## src/rtl/rvc_pkg.sv

```systemverilog
// ---------------------------------------------------------------------------
// rvc_pkg
// Shared types and constants of the RV32I instruction core.
// ---------------------------------------------------------------------------
package rvc_pkg;

	localparam int unsigned MemBytes = 262144;
	localparam int unsigned MemAw    = $clog2(MemBytes);
	localparam int unsigned LoadAw   = 18;

	localparam logic [31:0] HaltWord = 32'h00c68223;

	localparam logic [6:0] OpReg    = 7'd51;
	localparam logic [6:0] OpImm    = 7'd19;
	localparam logic [6:0] OpBranch = 7'd99;
	localparam logic [6:0] OpJal    = 7'd111;
	localparam logic [6:0] OpJalr   = 7'd103;
	localparam logic [6:0] OpLui    = 7'd55;
	localparam logic [6:0] OpAuipc  = 7'd23;
	localparam logic [6:0] OpStore  = 7'd35;
	localparam logic [6:0] OpLoad   = 7'd3;

	localparam logic OpcodeLoadByte = 1'b0;
	localparam logic OpcodeStep     = 1'b1;

	// controller to datapath
	typedef struct packed {
		logic       clear;      // clearing pass write
		logic       load_wr;    // byte load item write
		logic       mem_rd;     // issue byte read
		logic [1:0] byte_idx;   // byte of the access
		logic [1:0] cap_idx;    // byte of the read data being captured
		logic       fetch;      // read addressed by pc
		logic       cap_ir;     // capture fetched byte into instruction
		logic       cap_data;   // capture fetched byte into load data
		logic       exec;       // decode and compute, latch operands
		logic       st_wr;      // write one store byte
		logic       commit;     // register writeback and pc update
		logic       halt;       // set halt flag
	} rvc_cmd_t;

	// datapath to controller
	typedef struct packed {
		logic       is_halt;
		logic       is_load;
		logic       is_store;
		logic [2:0] nbytes;     // bytes of the memory access
		logic       halted;
	} rvc_sts_t;

endpackage

```

## src/rtl/rvc_control.sv

```systemverilog
// ---------------------------------------------------------------------------
// rvc_control
// Sequencer: clearing pass, byte loads and the multicycle instruction steps.
// ---------------------------------------------------------------------------
module rvc_control import rvc_pkg::*; (
	input  logic             clk,
	input  logic             arst_n,
	input  logic             in_valid,
	input  logic             in_opcode,
	output logic             in_ready,
	output logic             out_valid,
	input  logic             out_ready,
	input  rvc_sts_t         sts,
	output rvc_cmd_t         cmd,
	output logic [MemAw-1:0] clr_addr
);
	typedef enum logic [7:0] {
		S_CLEAR = 8'b00000001,
		S_IDLE  = 8'b00000010,
		S_FETCH = 8'b00000100,
		S_EXEC  = 8'b00001000,
		S_MEM   = 8'b00010000,
		S_WB    = 8'b00100000,
		S_RESP  = 8'b01000000,
		S_LDW   = 8'b10000000
	} state_t;

	state_t           state_q, state_d;
	logic [MemAw-1:0] clr_q;
	logic [2:0]       cnt_q, cnt_d;   // byte being issued
	logic             rd_pend_q;      // read issued in the previous cycle
	logic [1:0]       rd_idx_q;
	logic             accept;

	assign accept   = in_valid & in_ready;
	assign in_ready = state_q == S_IDLE;
	assign out_valid = state_q == S_RESP;
	assign clr_addr = clr_q;

	// next state and commands
	always_comb begin
		state_d = state_q;
		cnt_d   = cnt_q;
		cmd     = '0;
		cmd.cap_ir   = rd_pend_q & (state_q == S_FETCH);
		cmd.cap_data = rd_pend_q & (state_q == S_MEM);
		cmd.cap_idx  = rd_idx_q;
		case (state_q)
			S_CLEAR: begin
				cmd.clear = 1'b1;
				if (clr_q == MemAw'(MemBytes - 1)) state_d = S_IDLE;
			end
			S_IDLE: begin
				cnt_d = 3'd0;
				if (accept) begin
					if (in_opcode == OpcodeLoadByte) begin
						cmd.load_wr = 1'b1;
						state_d = S_RESP;
					end else if (sts.halted) begin
						state_d = S_RESP;
					end else begin
						state_d = S_FETCH;
					end
				end
			end
			S_FETCH: begin
				if (cnt_q < 3'd4) begin
					cmd.mem_rd = 1'b1; cmd.fetch = 1'b1;
					cmd.byte_idx = cnt_q[1:0];
					cnt_d = cnt_q + 3'd1;
				end else if (!rd_pend_q) begin
					state_d = S_EXEC;
				end
			end
			S_EXEC: begin
				cnt_d = 3'd0;
				if (sts.is_halt) begin
					cmd.halt = 1'b1;
					state_d = S_RESP;
				end else begin
					cmd.exec = 1'b1;
					state_d = S_MEM;
				end
			end
			S_MEM: begin
				if ((sts.is_load | sts.is_store) && cnt_q < sts.nbytes) begin
					cmd.byte_idx = cnt_q[1:0];
					if (sts.is_load) cmd.mem_rd = 1'b1;
					else cmd.st_wr = 1'b1;
					cnt_d = cnt_q + 3'd1;
				end else if (!rd_pend_q) begin
					state_d = S_WB;
				end
			end
			S_WB: begin
				cmd.commit = 1'b1;
				state_d = S_RESP;
			end
			S_RESP: if (out_ready) state_d = S_IDLE;
			S_LDW: state_d = S_IDLE;
			default: state_d = S_IDLE;
		endcase
	end

	always_ff @(posedge clk or negedge arst_n) begin
		if (!arst_n) begin
			state_q   <= S_CLEAR;
			clr_q     <= '0;
			cnt_q     <= 3'd0;
			rd_pend_q <= 1'b0;
			rd_idx_q  <= 2'd0;
		end else begin
			state_q   <= state_d;
			cnt_q     <= cnt_d;
			rd_pend_q <= cmd.mem_rd;
			rd_idx_q  <= cmd.byte_idx;
			if (state_q == S_CLEAR) clr_q <= clr_q + MemAw'(1);
		end
	end

`ifndef SYNTHESIS
	a_onehot: assert property (@(posedge clk) disable iff (!arst_n) $onehot(state_q))
		else $error("state not one-hot");
	a_accept_idle: assert property (@(posedge clk) disable iff (!arst_n)
		accept |=> (state_q != S_IDLE)) else $error("accept without leaving idle");
	a_no_wr_rd: assert property (@(posedge clk) disable iff (!arst_n)
		!(cmd.mem_rd && (cmd.st_wr || cmd.load_wr || cmd.clear)))
		else $error("memory read and write collide");
`endif
endmodule

```

## config.mk

```make
export PLATFORM = sky130hd
export DESIGN_NAME = rvc_control
export DESIGN_NICKNAME = d
export VERILOG_FILES = /design/src/rtl/rvc_pkg.sv /design/src/rtl/rvc_control.sv
export SDC_FILE = /design/constraint.sdc
export NUM_CORES = 1
export LEC_CHECK = 0
export BUFFER_PORTS_ARGS = -buffer_cell sky130_fd_sc_hd__clkbuf_2
export CAP_MARGIN = 40
export CORE_MARGIN = 4
export CORE_UTILIZATION = 50
export CTS_BUF_LIST = sky130_fd_sc_hd__clkbuf_8
export CTS_CLUSTER_SIZE = 14
export DETAILED_ROUTE_END_ITERATION = 10
export PLACE_DENSITY = 0.77
export SYNTH_ARGS = -nofsm -noshare
export SYNTH_HDL_FRONTEND = slang
export SYNTH_SLANG_ARGS = --single-unit
```

## constraint.sdc

```tcl
create_clock -name clk -period 6 [get_ports clk]
set_clock_uncertainty 0.2 [all_clocks]
set_input_delay 1.2 -clock clk [delete_from_list [all_inputs] [get_ports clk]]
set_output_delay 1.2 -clock clk [all_outputs]
set_load 0.02 [all_outputs]
```

-- Yosys cells after proc, flatten, opt, wreduce, memory -nomap -nowiden
Index checks and enable logic that the tools add are counted.
W data, S select, Z words.
- input port bits: 12
- logic and storage cells: 67
- output and inout bits: 34
- bits in registers: 32
- muxes and demuxes: 32
- eq/ne operators: 17
- bitwise logic cells: 4
- order comparisons: 2
- $add $sub $neg: 2
- reduce and logical (&&, ||, !) cells: 5
- operators by type and width (cell ; number):
    $mux W8 ; 8
    $pmux W8 S7 ; 1
    $add A18 B1 Y18 const B ; 1
    $eq A18 B18 Y1 const B ; 1
    $mux W1 ; 15
    $mux W7 ; 2
    $mux W3 ; 4
    $ne A2 B2 Y1 const B ; 5
    $pmux W3 S3 ; 1
    $eq A8 B1 Y1 const B ; 1
    $eq A8 B2 Y1 const B ; 1
    $eq A8 B3 Y1 const B ; 1
    $eq A8 B4 Y1 const B ; 1
    $eq A8 B5 Y1 const B ; 1
    $eq A8 B6 Y1 const B ; 1
    $eq A8 B7 Y1 const B ; 1
    $ne A2 B1 Y1 const B ; 4
    $reduce_and A7 Y1 ; 1
    $pmux W3 S2 ; 1
    $add A3 B1 Y3 const B ; 1
    $and A1 B1 Y1 ; 3
    $lt A3 B3 Y1 ; 1
    $lt A3 B3 Y1 const B ; 1
    $reduce_and A3 Y1 ; 1
    other kinds (4) ; 4

-- Longest topological paths before layout
Gate-level depths: netlist of run 1.
- depth in word-level cells: 4
- depth in mapped cells: 7
- mapped depth without buffers: 7

-- Least setup slack after synthesis of run 1
No wires, ideal clock.
- path type: input-to-output
- start point: input port sts[3] (netlist bit)
- end point: output port cmd[10] (netlist bit)
- buffers on the path: 0
- required time: 4.600 ns
- setup slack: 2.044 ns
- cell stages on the path: 6
- arrival: 2.556 ns
- cells stage by stage: inv_1 > ha_1 > o2bb2ai_1 > a311o_1 > o22ai_2 > and2_1
- RTL lines (item ; RTL line ; text):
    start: declaration ; rvc_control.sv:13 ; input rvc_sts_t sts,
    end: declaration ; rvc_control.sv:14 ; output rvc_cmd_t cmd,

==> results_dict.tcl, run 1 <==
set metrics [dict create \
    hold_viol 0 \
    vias 1305 \
    grt_pass1_wl_um 6120 \
    worst_slew_pin_slew_ns 0.745 \
    crit_path_start "sts[3]" \
    syn_area_mm2 0.00166 \
    rows 20 \
    combPwrFrac 0.284 \
    worstPathMaxFanout 6 \
    layoutNonFillerInstCount 249 \
    cts-root-buf "clkbuf_8" \
    grt_max_degree 32 \
    htreeDepth 2 \
    drtAntennaViolNets 0 \
    drc 0 \
    critPathCaptureType "output port" \
    fin_hold_ws_ns 0.303 \
    seq_power_share 0.379 \
    start_util 0.532 \
    place_inst 241 \
    critPathCapture "cmd[10]" \
    ys_warn_count 0 \
    cts_hold_buf 0 \
    p_total_w 0.000638 \
    dp_hpwl_um 2800 \
    die_h_um 65.7 \
    dr.first_iter.drc_count 90 \
    clk-insertion-delay-late_ns 0.28 \
    drive_gt1_frac 0.322 \
    dieArea_mm2 0.00431 \
    pwr-share-clk 0.337 \
    grt_usage 0.186 \
    boundaryPins 46 \
    cts_resized 0 \
    synth_ff_type "dfrtp_1" \
    grt_pass1_vias 1350 \
    slew_violations 0 \
    synth_common_cells "dfrtp_1 (30), xnor2_1 (16), nor2_1 (15), nand2_1 (13), inv_1 (7)" \
    synth_top_area_cell "dfrtp_1" \
    die_x_um 65.7 \
    r2r-end "state_q[2]" \
    antenna_found_initial 0 \
    place.gp.congestion 0.857 \
    period_needed_ns 4.24 \
    detail_route.wl_per_cell_um 14.5 \
    cap_viol_max_count 0 \
    synth_edf_count 0 \
    p_sw_frac 0.318 \
    area_growth_pct 22.2 \
    p_switching_w 0.000203 \
    cts_sinks 31 \
    fmax_mhz 236 \
    port_buffers 45 \
    p_leak_nw 1.08 \
    core_mm2 0.00313 \
    status "complete, no violations" \
    cp.required_ns 4.60 \
    yosys-top-cells-area "dfrtp_1 (45%), xnor2_1 (8.4%), nor2_1 (3.4%), ha_1 (3.0%), nand2_1 (2.9%)" \
    cts_made_buffers 5 \
    firstDrtPassIters 4 \
    synth.net_count 172 \
    gr-total-overflow 0 \
    worst_r2r_path_depth 6 \
    rsz0062_at_grt "false" \
    rrSetupSlack_ns 3.53 \
    relSlewSlack 0.503 \
    ys_seq_area_frac 0.467 \
    synth.avg_cell_area_um2 10.7 \
    r2r-start "cnt_q[2]" \
    wl_um 3610 \
    syn-instance-count 156 \
    arrival_ns 2.84 \
    avgViaCountPerCell 5.24 \
    post-synth-top-area-fraction 0.451 \
    cts_max_path_buffers 2 \
    hold_path_depth 1 \
    setup_viol 0 \
    antenna_cells 0 \
    cts_tree "built" \
    synth.most_common_cell "dfrtp_1" \
    nFillCells 274 \
    fin_nets 220 \
    postCtsSetupRepairBufs 0 \
    cp-start-kind "input pin" \
    async_reset_ff_frac 1.00 \
    clk_pin_slew_ns 0.06 \
    synth_cell_types 47 \
    min_path_type "register to register" \
    p_int_w 0.000435 \
    synth_seq_cells 31 \
    totalNegativeSetupSlack_ns 0 \
    hp-start "clr_addr[12]" \
    fin_crit_sh 0.706 \
    ir_worst_vdd_uv 266 \
    crit_type "input pin to output port" \
    p_per_area_mw_per_mm2 314 \
]
==> worst min-delay path by stage <==
stage,to,slack [ns]
floorplan,cnt_q[1],0.33
global placement,clr_addr[12],0.27
detailed placement,clr_addr[12],0.29
CTS,clr_addr[12],0.30
global route,clr_addr[12],0.32
finish,clr_addr[12],0.30
==> power by group through the flow <==
stage / logic (W) / registers (W) / clock network, W
after floorplan: 0.000143 / 0.000236 / 0
after global placement: 0.000174 / 0.000245 / 0
after detailed placement: 0.000181 / 0.000246 / 0
after CTS: 0.000181 / 0.000242 / 0.000219
after global routing: 0.000195 / 0.000245 / 0.000230
final: 0.000181 / 0.000242 / 0.000215
==> critical path, cell delays in order <==
cell       delay [ns]
clkbuf_2         0.08
inv_1            0.03
ha_1             0.30
o2bb2ai_1        0.14
a311o_1          0.42
o22ai_2          0.29
and2_1           0.20
clkbuf_2         0.17
==> cell usage in the layout (no fill, tap or decap), types with 2 or more instances in the layout <==
| master | instances |
|---|---|
| nor4_1 | 2 |
| nor3_1 | 4 |
| dfrtp_1 | 30 |
| a21o_1 | 2 |
| nor2_1 | 15 |
| xnor2_1 | 16 |
| nand2b_1 | 3 |
| xor2_1 | 4 |
| ha_1 | 4 |
| clkbuf_2 | 45 |
| and4_1 | 3 |
| nor2b_1 | 2 |
| nand2_1 | 13 |
| and3_1 | 5 |
| nand4_1 | 5 |
| and2_1 | 3 |
| nand3_1 | 6 |
| o21ai_0 | 2 |
| inv_1 | 7 |
| clkbuf_8 | 6 |
==> stage by stage <==
step	util	setup slack [ns]	area, um^2
final	0.650	1.76	2030
after global routing	0.650	1.68	2030
after CTS	0.650	1.75	2030
after detailed placement	0.612	1.76	1910
after global placement	0.612	1.86	1910
after floorplan	-	2.04	1660
==> final cells by class <==
cell class | instances | area [um^2] | share of cell area
multi-input cells | 114 | 831 | 0.409
flip-flops and latches | 31 | 777 | 0.382
repair buffers | 45 | 225 | 0.111
clock buffers | 6 | 82.6 | 0.0406
well taps | 44 | 55.1 | 0.0271
clock inverters | 2 | 35.0 | 0.0172
inverters | 7 | 26.3 | 0.0129
==> sequential cells by signal (all words and copies together), names as in the netlist <==
name,count
rd_pend_q,1
clr_addr,18
cnt_q,3
state_q,7
rd_idx_q,2
==> cells by family after synthesis <==
group | synth area share
buffers and inverters | 0.0331
xor gates and xnor gates | 0.105
and+or+nand+nor | 0.251
DFF | 0.467
muxes | 0.0150
adders and majority gates | 0.0301
AOI/OAI and AO/OA | 0.0986
==> routing by layer <==
layer	part of all wire	GRT usage	up-vias	wire, um
met2	0.52	0.323	41	1880
met5	0	0	-	0
met4	0.0053	0.0622	0	19
met1	0.42	0.216	617	1500
li1	-	-	645	-
met3	0.060	0.0581	2	215
No activity file was read; power rests on OpenSTA's default activity.
==> inputs of run 2 (changes only) <==
Settings changed: CORE_UTILIZATION 50 to 48.
Clock period 6 ns to 3.7 ns, I/O delays scaled along.
==> run 2 against run 1 <==
Cell count up 0.80%. Utilization shrank 4.5 points. Register-to-register slack worse by 2.2 ns. Total power up 51%. Largest power group unchanged. Largest cell class unchanged.
==> results_dict.tcl, run 2 (synthesis gave the netlist of run 1 again) <==
set metrics [dict create \
    rows 21 \
    multi_input_area_um2 831 \
    worst_r2r_path_depth 6 \
    use_met3 0.0573 \
    worst_slew_pin_slew_ns 0.758 \
    mostFrequentLayoutCells "clkbuf_2 (45), dfrtp_1 (30), xnor2_1 (16)" \
    cap_viol_max_count 0 \
    firstDrtPassIters 4 \
    clk_pin_slew_ns 0.06 \
    cpPeakStageDelay_ns 0.42 \
    layoutNonFillerInstCount 251 \
    htreeDepth 2 \
    postCtsSetupRepairBufs 0 \
    die_h_um 66.9 \
    cp.required_ns 2.76 \
    relSlewSlack 0.495 \
    path_cells "clkbuf_2 -> inv_1 -> ha_1 -> o2bb2ai_1 -> a311o_1 -> o22ai_2 -> and2_1 -> clkbuf_2" \
    largest_register_ffs 18 \
    register_area_um2 777 \
    critPathCaptureType "output port" \
    cts_sinks 31 \
    grt_util_met2 0.260 \
    cts_max_path_buffers 2 \
    grt_max_degree 32 \
    period_needed_ns 3.26 \
    avgViaCountPerCell 5.20 \
    cp-start-kind "input pin" \
    place.gp.congestion 0.780 \
    cts-root-buf "clkbuf_8" \
    dp_hpwl_um 2500 \
    min_path_type "register to register" \
    boundaryPins 46 \
    vias 1305 \
    cts_resized 0 \
    dr.first_iter.drc_count 66 \
    totalNegativeSetupSlack_ns 0 \
    drtAntennaViolNets 0 \
    p_per_area_mw_per_mm2 477 \
    hold_path_depth 1 \
    ir_worst_vdd_uv 233 \
    fmax_mhz 307 \
    fin_crit_sh 0.880 \
    nFillCells 305 \
    grt.busiest_layer "met2" \
    hp-start "clr_addr[9]" \
    start_util 0.498 \
    antenna_cells 0 \
    grt_usage 0.163 \
    cpMaxStageDelayCell "a311o_1" \
    gr-usage-met1 0.202 \
    rsz0062_at_grt "false" \
    place_inst 243 \
    port_buffers 45 \
    gr-total-overflow 0 \
    clk-insertion-delay-late_ns 0.28 \
    cts_made_buffers 5 \
    wl_um 3270 \
    cts_hold_buf 0 \
    grt_pass1_vias 1219 \
    grt_pass1_wl_um 5510 \
    drc 0 \
    drive_gt1_frac 0.317 \
    arrival_ns 2.32 \
    worstPathMaxFanout 6 \
    cp_common_cell "clkbuf_2" \
    detail_route.wl_per_cell_um 13.0 \
    final_common_cell "clkbuf_2" \
    core_mm2 0.00334 \
    slew_violations 0 \
    crit_type "input pin to output port" \
    setup_viol 0 \
    fin_nets 220 \
    antenna_found_initial 0 \
    area_growth_pct 21.3 \
    cts_tree "built" \
    die_x_um 66.9 \
    rrSetupSlack_ns 1.31 \
    r2r-end "state_q[2]" \
    dieArea_mm2 0.00447 \
    p_leak_nw 1.08 \
    worstHoldEndpoint "clr_addr[9]" \
    hold_viol 0 \
    status "complete, no violations" \
    r2r-start "cnt_q[2]" \
]
-- run 2: cell count changes in the layout (fill, tap and decap cells not counted), sizes merged --
cell,previous run,this run
bufinv,1,0
clkinv,1,0
inv,7,8
clkbuf,51,52
-- run 2: final cells by class --
cell class	count	share of cell area
Multi-Input combinational cell	114	0.412
Sequential cell	31	0.385
Timing Repair Buffer	45	0.112
Clock buffer	7	0.0478
Tap cell	46	0.0285
Inverter	7	0.0130
Clock inverter	1	0.00186
-- run 2: critical path: cells and delay by family --
| family | cells | cell delay (ns) |
|---|---|---|
| buf+inv | 3 | 0.27 |
| simple gates | 1 | 0.18 |
| compound gates | 3 | 0.83 |
| fa+ha+maj | 1 | 0.29 |
-- run 2: metrics by stage --
stage	worst slack [ns]	utilization	power (W)	hold WS (ns)	instance area (um^2)
floorplan	0.664	-	0.000615	0.244	1660
global placement	0.466	0.574	0.000679	0.276	1920
detailed placement	0.422	0.574	0.000682	0.285	1920
CTS	0.421	0.604	0.000972	0.295	2020
global route	0.331	0.604	0.00102	0.314	2020
finish	0.442	0.604	0.000963	0.296	2020
-- run 2: power by group --
group	internal [W]	switching, W	leakage [nW]
sequential	0.000363	0.0000306	0.425
clock	0.000167	0.000122	0.0557
combinational	0.000124	0.000156	0.598
total	0.000654	0.000309	1.08
-- run 2: how the worst max path moves through the flow --
stage | from | end | slack, ns
finish | sts[3] | cmd[9] | 0.44
floorplan | sts[3] | cmd[10] | 0.66
global route | state_q[1] | cmd[9] | 0.33
global placement | sts[3] | cmd[9] | 0.47
CTS | sts[3] | cmd[9] | 0.42
detailed placement | sts[3] | cmd[9] | 0.42
-- run 2: per-layer routing --
| metal | up-vias | share of wire |
|---|---|---|
| li1 | 642 | - |
| met3 | 6 | 0.062 |
| met1 | 626 | 0.44 |
| met4 | 0 | 0.011 |
| met5 | - | 0 |
| met2 | 31 | 0.49 |
